**src/sv/bmf_pkg.sv**
```systemverilog
// ----------------------------------------------------------------------------
// bmf_pkg
// Shared constants, codes and types of the broadcast masked fill unit.
// ----------------------------------------------------------------------------
package bmf_pkg;

	localparam int MAX_DIMS       = 8;
	localparam int MASK_ENTRIES   = 4096;
	localparam int SIZE_BITS      = 16;

	localparam int MASK_ADDR_W    = $clog2(MASK_ENTRIES);
	localparam int DIM_IDX_W      = $clog2(MAX_DIMS);
	localparam int DIM_CNT_W      = 4;
	localparam int VALUE_W        = 32;
	localparam int HALF_W         = 16;
	localparam int CFG_DATA_W     = 64;
	localparam int CFG_INDEX_W    = 3;
	localparam int SIZE_FIELD_W   = 16;
	localparam int SIZES_PER_WORD = 4;
	localparam int LOCATION_W     = 12;
	localparam int COMMAND_W      = 2;

	localparam logic [CFG_DATA_W-1:0] SIZES_RESET = 64'h0001_0001_0001_0001;

	typedef enum logic [COMMAND_W-1:0] {
		CMD_LOAD    = 2'd0,
		CMD_DATA    = 2'd1,
		CMD_RESTART = 2'd2
	} cmd_t;

	typedef enum logic [CFG_INDEX_W-1:0] {
		REG_DIM_COUNT   = 3'd0,
		REG_SIZES_OUTER = 3'd1,
		REG_SIZES_INNER = 3'd2,
		REG_BCAST_FLAGS = 3'd3,
		REG_FILL_VALUE  = 3'd4,
		REG_HALF_PREC   = 3'd5
	} cfg_reg_t;

	typedef logic [SIZE_BITS-1:0]   size_t;
	typedef logic [MASK_ADDR_W-1:0] maddr_t;

	// Tensor shape as seen by the coordinate unit
	typedef struct packed {
		logic [DIM_CNT_W-1:0]      dims_used;
		size_t [MAX_DIMS-1:0]      sizes;
		logic [MAX_DIMS-1:0]       bcast;
	} geom_t;

	// Coordinate unit status toward the datapath
	typedef struct packed {
		logic   busy;
		logic   last;
		maddr_t addr;
	} coord_stat_t;

endpackage

```
**src/sv/bmf_coord_unit.sv**
```systemverilog
// ----------------------------------------------------------------------------
// bmf_coord_unit
// Per-dimension coordinate counters with per-dimension mask address terms;
// recomputes strides and address terms after reset and each config write.
// ----------------------------------------------------------------------------
module bmf_coord_unit import bmf_pkg::*; (
	input  logic        clk,
	input  logic        arst_n,
	input  geom_t       geom,
	input  logic        sweep_start,
	input  logic        step,
	input  logic        restart,
	output coord_stat_t stat
);

	size_t                  coord_q   [MAX_DIMS];
	maddr_t                 contrib_q [MAX_DIMS];
	maddr_t                 stride_q  [MAX_DIMS];
	maddr_t                 run_q;
	logic                   busy_q;
	logic [DIM_IDX_W-1:0]   sweep_dim_q;

	logic [MAX_DIMS-1:0]    used;
	logic [MAX_DIMS-1:0]    active;
	logic [MAX_DIMS-1:0]    wrap;
	logic [MAX_DIMS-1:0]    inc;
	logic                   carry;
	maddr_t                 addr_sum;
	size_t                  sweep_size;
	logic [2*MASK_ADDR_W-1:0] run_prod;
	logic [2*MASK_ADDR_W-1:0] contrib_prod;

	always_comb begin
		carry    = 1'b1;
		addr_sum = '0;
		for (int j = 0; j < MAX_DIMS; j++) begin
			used[j]   = DIM_CNT_W'(j) < geom.dims_used;
			active[j] = used[j] && !geom.bcast[j];
			wrap[j]   = ({1'b0, coord_q[j]} + (SIZE_BITS+1)'(1)) >= {1'b0, geom.sizes[j]};
			if (active[j]) begin
				addr_sum = addr_sum + contrib_q[j];
			end
		end
		// ripple the carry from the fastest dimension outward
		for (int j = MAX_DIMS - 1; j >= 0; j--) begin
			inc[j] = used[j] && carry;
			if (used[j]) begin
				carry = carry && wrap[j];
			end
		end
	end

	assign sweep_size   = geom.sizes[sweep_dim_q];
	assign run_prod     = (2*MASK_ADDR_W)'(run_q) * (2*MASK_ADDR_W)'(maddr_t'(sweep_size));
	assign contrib_prod = (2*MASK_ADDR_W)'(maddr_t'(coord_q[sweep_dim_q]))
		* (2*MASK_ADDR_W)'(run_q);

	assign stat.busy = busy_q;
	assign stat.last = carry;
	assign stat.addr = addr_sum;

	always_ff @(posedge clk or negedge arst_n) begin
		if (!arst_n) begin
			busy_q      <= 1'b1;
			sweep_dim_q <= DIM_IDX_W'(MAX_DIMS - 1);
			run_q       <= maddr_t'(1);
		end else if (sweep_start) begin
			busy_q      <= 1'b1;
			sweep_dim_q <= DIM_IDX_W'(MAX_DIMS - 1);
			run_q       <= maddr_t'(1);
		end else if (busy_q) begin
			if (active[sweep_dim_q]) begin
				run_q <= run_prod[MASK_ADDR_W-1:0];
			end
			if (sweep_dim_q == '0) begin
				busy_q <= 1'b0;
			end else begin
				sweep_dim_q <= sweep_dim_q - DIM_IDX_W'(1);
			end
		end
	end

	always_ff @(posedge clk) begin
		if (busy_q) begin
			stride_q[sweep_dim_q] <= run_q;
		end
	end

	always_ff @(posedge clk or negedge arst_n) begin
		if (!arst_n) begin
			for (int j = 0; j < MAX_DIMS; j++) begin
				coord_q[j]   <= '0;
				contrib_q[j] <= '0;
			end
		end else if (restart || (step && carry)) begin
			for (int j = 0; j < MAX_DIMS; j++) begin
				coord_q[j]   <= '0;
				contrib_q[j] <= '0;
			end
		end else if (step) begin
			for (int j = 0; j < MAX_DIMS; j++) begin
				if (inc[j]) begin
					if (wrap[j]) begin
						coord_q[j]   <= '0;
						contrib_q[j] <= '0;
					end else begin
						coord_q[j]   <= coord_q[j] + size_t'(1);
						contrib_q[j] <= contrib_q[j] + stride_q[j];
					end
				end
			end
		end else if (busy_q) begin
			contrib_q[sweep_dim_q] <= contrib_prod[MASK_ADDR_W-1:0];
		end
	end

endmodule

```
**config.mk**
```make
export PLATFORM = sky130hd
export DESIGN_NAME = bmf_coord_unit
export DESIGN_NICKNAME = d
export VERILOG_FILES = /design/src/sv/bmf_pkg.sv /design/src/sv/bmf_coord_unit.sv
export SDC_FILE = /design/constraint.sdc
export NUM_CORES = 1
export LEC_CHECK = 0
export BUFFER_PORTS_ARGS = -buffer_cell sky130_fd_sc_hd__buf_4
export CAP_MARGIN = 10
export CORE_UTILIZATION = 35
export DETAILED_ROUTE_END_ITERATION = 7
export SLEW_MARGIN = 30
export SYNTH_ARGS = -nofsm -noshare
export SYNTH_HDL_FRONTEND = slang
export SYNTH_SLANG_ARGS = --single-unit
```
**constraint.sdc**
```tcl
create_clock -name clk -period 16.2 [get_ports clk]
set_input_delay 1.62 -clock clk [delete_from_list [all_inputs] [get_ports clk]]
set_output_delay 1.62 -clock clk [all_outputs]
set_load 0.1 [all_outputs]
```
Yosys cells after proc, flatten, opt, wreduce, memory -nomap -nowiden
Memories as Yosys holds them, arrays and structs flattened.
Index checks and enable logic that the tools add are counted.
- bitwise logic cells: 1
- mux-type cells: 74
- $lt $le $gt $ge: 19
- $add $sub $neg: 32
- multiply operators: 2
- eq/ne operators: 9
- reductions and logical operators: 64
- operators by type and width (cell ; count):
    two-way mux 12 bit ; 31
    two-way mux 96 bit ; 3
    two-way mux 128 bit ; 2
    two-way mux 16 bit ; 16
    adder 12 bit ; 15
    adder 16 x 1 -> 17 bit, second input constant ; 8
    greater-or-equal comparator 17 x 16 -> 1 bit ; 8
    adder 16 x 1 -> 16 bit, second input constant ; 8
    binary-select mux 16 bit (select 3 bit) ; 2
    bitwise mux 96 bit ; 1
    demux 12 bit (select 3 bit) ; 1
    AND reduction 2 bit ; 18
    logical AND 1 bit ; 24
    multiplier 12 x 12 -> 12 bit ; 2
    != test 3 x 1 -> 1 bit, second input constant ; 8
    nonzero test 2 bit ; 11
    < comparator 3 x 4 -> 1 bit, first input constant ; 4
    two-way mux 1 bit ; 14
    two-way mux 3 bit ; 3
    zero test 1 bit ; 8
    < comparator 1 x 4 -> 1 bit, first input constant ; 2
    < comparator 2 x 4 -> 1 bit, first input constant ; 2
    greater-or-equal comparator 4 bit, second input constant ; 1
    < comparator 3 x 4 -> 1 bit, second input constant ; 1
    8 further kinds ; 8
- bits in writable memories: 96
- word-level logic and storage cells: 221
- memories: 1
- flip-flop bits (word level): 240
- output and inout port bits: 14
- input bits: 145
- memories (memory ; depth ; width ; read ports ; clocked after memory_dff ; wr ports ; RTL line ; text):
    stride_q ; 8 ; 12 ; 8 ; 0 ; 1 ; bmf_coord_unit.sv:18 ; maddr_t stride_q [MAX_DIMS];

Longest topological paths before layout
- word-level depth: 21
- depth in mapped cells: 55
- depth with buffers taken out: 53

Worst setup path before layout
OpenSTA, ideal clock, no wires.
- kind: input-to-output
- start: input geom[138] in the netlist's numbering
- end: output stat[10] in the netlist's numbering
- required time: 14.580 ns
- stages on the path: 44
- slack: 2.895 ns
- arrival time: 11.685 ns
- buffers on the path: 2
- path through: buf_6 or4_4 clkbuf_1 and3_1 ha_1 inv_1 fa_1 inv_1 maj3_1 a32oi_4 and2_4 xnor2_1 a21o_1 ha_1 and3_1 a221oi_1 nor2b_1 xor2_1 [... 8 more ...] xnor2_1 nand2_1 a21bo_2 ha_1 or3_1 a311o_1 a31oi_1 xnor2_1 nor2_1 nor3_1 ha_1 o21ai_0 a21oi_1 a21o_1 a21oi_1 xnor2_1 nor2_1 o31ai_1
- RTL lines (item ; RTL line ; text):
    start: declaration ; bmf_coord_unit.sv:9 ; input geom_t geom,
    end: declaration ; bmf_coord_unit.sv:13 ; output coord_stat_t stat

==> impl_metrics.sql <==
INSERT INTO impl_metrics (metric_group, metric, value, unit) VALUES
('outcome', 'status', 'complete, no violations', ''),
('synth', 'postSynthAreaPerCell', '8.77', 'um^2'),
('global_route', 'total_track_usage', '0.250', ''),
('routing', 'drc', '0', ''),
('clock_network', 'clock_tree.htree_level_count', '2', ''),
('clock_network', 'clock-sinks', '336', ''),
('routing', 'routedWlPerCell', '23.6', 'um'),
('synth', 'synth.yosys.seq_area_share', '0.276', ''),
('floorplanning', 'rows', '110', ''),
('timing', 'grt_setup_unrepaired', 'false', ''),
('timing', 'period_minus_slack', '13.60', 'ns'),
('critical_path', 'critPathRequiredTime', '14.58', 'ns'),
('timing', 'period_share', '0.840', ''),
('synth', 'post_synth_instance_area', '32300', 'um^2'),
('floorplanning', 'floorplan.core_area', '90700', 'um^2'),
('cells_and_area', 'n_antenna_cell', '0', ''),
('critical_path', 'critical_path_arrival', '11.98', 'ns'),
('floorplanning', 'ios', '159', ''),
('timing', 'max_slew.worst_pin.slew', '1.04', 'ns'),
('global_route', 'antenna_found_initial', '8', ''),
('clock_network', 'ctsLongestPathBuffers', '3', ''),
('global_route', 'first_global_vias', '27535', ''),
('floorplanning', 'floorplan.initialDensity', '0.356', ''),
('timing', 'final-max-slew-violation-count', '0', ''),
('worst_hold_path', 'hold_path_depth', '1', ''),
('timing', 'setup_total_negative_slack', '0', 'ns'),
('critical_path', 'worst_path_most_repeated_cell', 'sky130_fd_sc_hd__ha_1', ''),
('clock_network', 'tritoncts', 'built', ''),
('clock_network', 'cts_setup_buffers', '0', ''),
('critical_path', 'max_stage_delay', '0.65', 'ns'),
('placed_design', 'port_buffers', '158', ''),
('cells_and_area', 'final_util', '0.400', ''),
('synth', 'post_synthesis_sequential_element_count', '336', ''),
('routing', 'detailroute.via_count', '28792', ''),
('cells_and_area', 'proportion_of_layout_cells_with_a_drive_suffix_above_1', '0.0998', ''),
('clock_network', 'path_clk_slew', '0.06', 'ns'),
('synth', 'yosys.cell_types.count', '101', ''),
('floorplanning', 'fp.dieH', '306', 'um'),
('critical_path', 'timing.critical_path.fanout_max', '16', ''),
('cells_and_area', 'nets', '4372', ''),
('global_route', 'grt.overflow.total', '0', ''),
('routing', 'wirelength', '118', 'mm'),
('clock_network', 'cts_made_buffers', '43', ''),
('power_and_ir_drop', 'ir_worst_vdd', '0.0854', 'mV'),
('critical_path', 'crit_path_slowest_cell', 'sky130_fd_sc_hd__or4_4', ''),
('clock_network', 'cts_root_buffer', 'sky130_fd_sc_hd__clkbuf_16', ''),
('synth', 'synth.yosys.warnings', '0', ''),
('cells_and_area', 'multi_input_area', '21700', 'um^2'),
('timing', 'maxClockFrequency', '73.5', 'MHz'),
('cells_and_area', 'layout-area-overhead-vs-synth', '12.5', '%'),
('flow_run', 'timing.max_cap.violations', '0', ''),
('critical_path', 'worstSetupPathType', 'in2out', ''),
('critical_path', 'worst_setup_path_start_kind', 'input pin', ''),
('clock_network', 'clk_latency', '0.60', 'ns'),
('timing', 'skew', '0.0154', 'ns'),
('clock_network', 'cts_resized', '0', ''),
('synth', 'synth_largest_area_cell', 'sky130_fd_sc_hd__dfrtp_1', ''),
('critical_path', 'r2r_cells', '26', ''),
('synth', 'top_cells_by_area_synth', 'sky130_fd_sc_hd__dfrtp_1 (18%), sky130_fd_sc_hd__ha_1 (14%), sky130_fd_sc_hd__edfxtp_1 (8.9%)', ''),
('timing', 'finalSetupViolCount', '0', ''),
('routing', 'drt_first_iter_violations', '2685', ''),
('power_and_ir_drop', 'leakagePower', '0.0168', 'uW'),
('global_route', 'grt_pass1_wl', '177', 'mm'),
('routing', 'number_of_nets_with_antenna_violations_after_detailed_routing', '0', ''),
('critical_path', 'timing.critical_path.to_type', 'output pin', ''),
('placed_design', 'gpl.final_weighted_congestion', '0.983', ''),
('cells_and_area', 'most_frequent_cells_in_the_layout', 'sky130_fd_sc_hd__ha_1 (360), sky130_fd_sc_hd__inv_1 (321), sky130_fd_sc_hd__nand2_1 (291)', ''),
('floorplanning', 'chipWidth', '306', 'um'),
('placed_design', 'dp.final_hpwl', '91.7', 'mm'),
('worst_hold_path', 'holdCritPathClass', 'reg2reg', ''),
('synth', 'synth_ff_type', 'sky130_fd_sc_hd__dfrtp_1', '');
-- cell families (layout without fill, tap and decap cells) --
logic type / count (synthesis) / in the layout / share of synthesized area
AND/OR/NAND/NOR: 1092 / 1092 / 0.165
buffers and inverters: 490 / 619 / 0.0587
XOR/XNOR: 303 / 303 / 0.0835
adder cells (fa/ha/maj): 454 / 454 / 0.198
AO/OA/AOI/OAI: 954 / 954 / 0.202
flip-flops: 336 / 336 / 0.276
multiplexers: 50 / 50 / 0.0171
-- power by group --
part	switching, uW	total, uW	internal (uW)	leakage [uW]
combinational	1350	2220	872	0.0120
sequential	146	1120	974	0.00410
clock	426	1000	578	0.000689
total	1920	4350	2420	0.0168
-- Yosys cell counts (90+ instances only) --
cell type / number
sky130_fd_sc_hd__a21oi_1: 222
sky130_fd_sc_hd__clkbuf_1: 126
sky130_fd_sc_hd__dfrtp_1: 235
sky130_fd_sc_hd__edfxtp_1: 96
sky130_fd_sc_hd__fa_1: 93
sky130_fd_sc_hd__ha_1: 360
sky130_fd_sc_hd__inv_1: 321
sky130_fd_sc_hd__nand2_1: 291
sky130_fd_sc_hd__nand3_1: 118
sky130_fd_sc_hd__nor2_1: 271
sky130_fd_sc_hd__o21ai_0: 157
sky130_fd_sc_hd__xnor2_1: 210
sky130_fd_sc_hd__xor2_1: 90
-- flip-flops by register name, summed over array words and instances (netlist names) --
signal       count
stride_q        96
coord_q        128
busy_q           1
sweep_dim_q      3
contrib_q       96
run_q           12
-- metrics by stage --
| stage | power [uW] | hold slack (ns) | instances | setup WS [ns] | cell area, um^2 |
|---|---|---|---|---|---|
| global placement | 3320 | 0.492 | 4904 | 2.75 | 34800 |
| floorplan | 2700 | 0.472 | 3679 | 2.89 | 32300 |
| global route | 4640 | 0.519 | 4984 | 1.81 | 36300 |
| CTS | 4360 | 0.509 | 4983 | 2.63 | 36300 |
| detailed placement | 3340 | 0.492 | 4904 | 2.64 | 34800 |
| finish | 4350 | 0.511 | 4984 | 2.60 | 36300 |
-- per-layer routing --
layer  global-route usage  part of all wire  vias to the layer above
met5                    0           0.00028                        -
met2                0.391              0.44                     1132
met1                0.343              0.43                    14040
met3               0.0401             0.082                      226
met4               0.0982             0.044                        4
li1                     -                 -                    13390
-- critical path, delay by kind of cell --
family | cells | cell delay (ns)
simple gates | 14 | 2.76
compound gates | 13 | 2.73
fa+ha+maj | 9 | 2.60
xor+xnor | 9 | 1.48
buf+inv | 5 | 0.78
-- final timing paths --
check	from	slack [ns]	end
setup / recovery	geom[139]	2.60	stat[11]
hold / removal	coord_q[125]	0.51	coord_q[125]
setup reg to reg	sweep_dim_q[2]	7.90	contrib_q[83]
hold reg to reg	coord_q[125]	0.51	coord_q[125]
max in group asynchronous	arst_n	13.24	contrib_q[33]
min in group asynchronous	arst_n	0.98	coord_q[47]
-- area by class of cell --
| type | count | area share |
|---|---|---|
| clock buffer | 63 | 0.0339 |
| clock inverter | 16 | 0.00517 |
| inverter | 322 | 0.0333 |
| multi-input combinational | 2853 | 0.597 |
| sequential | 336 | 0.245 |
| tap | 1176 | 0.0405 |
| timing repair buffer | 218 | 0.0455 |
Note: power is estimated with default switching activity, not from simulation.
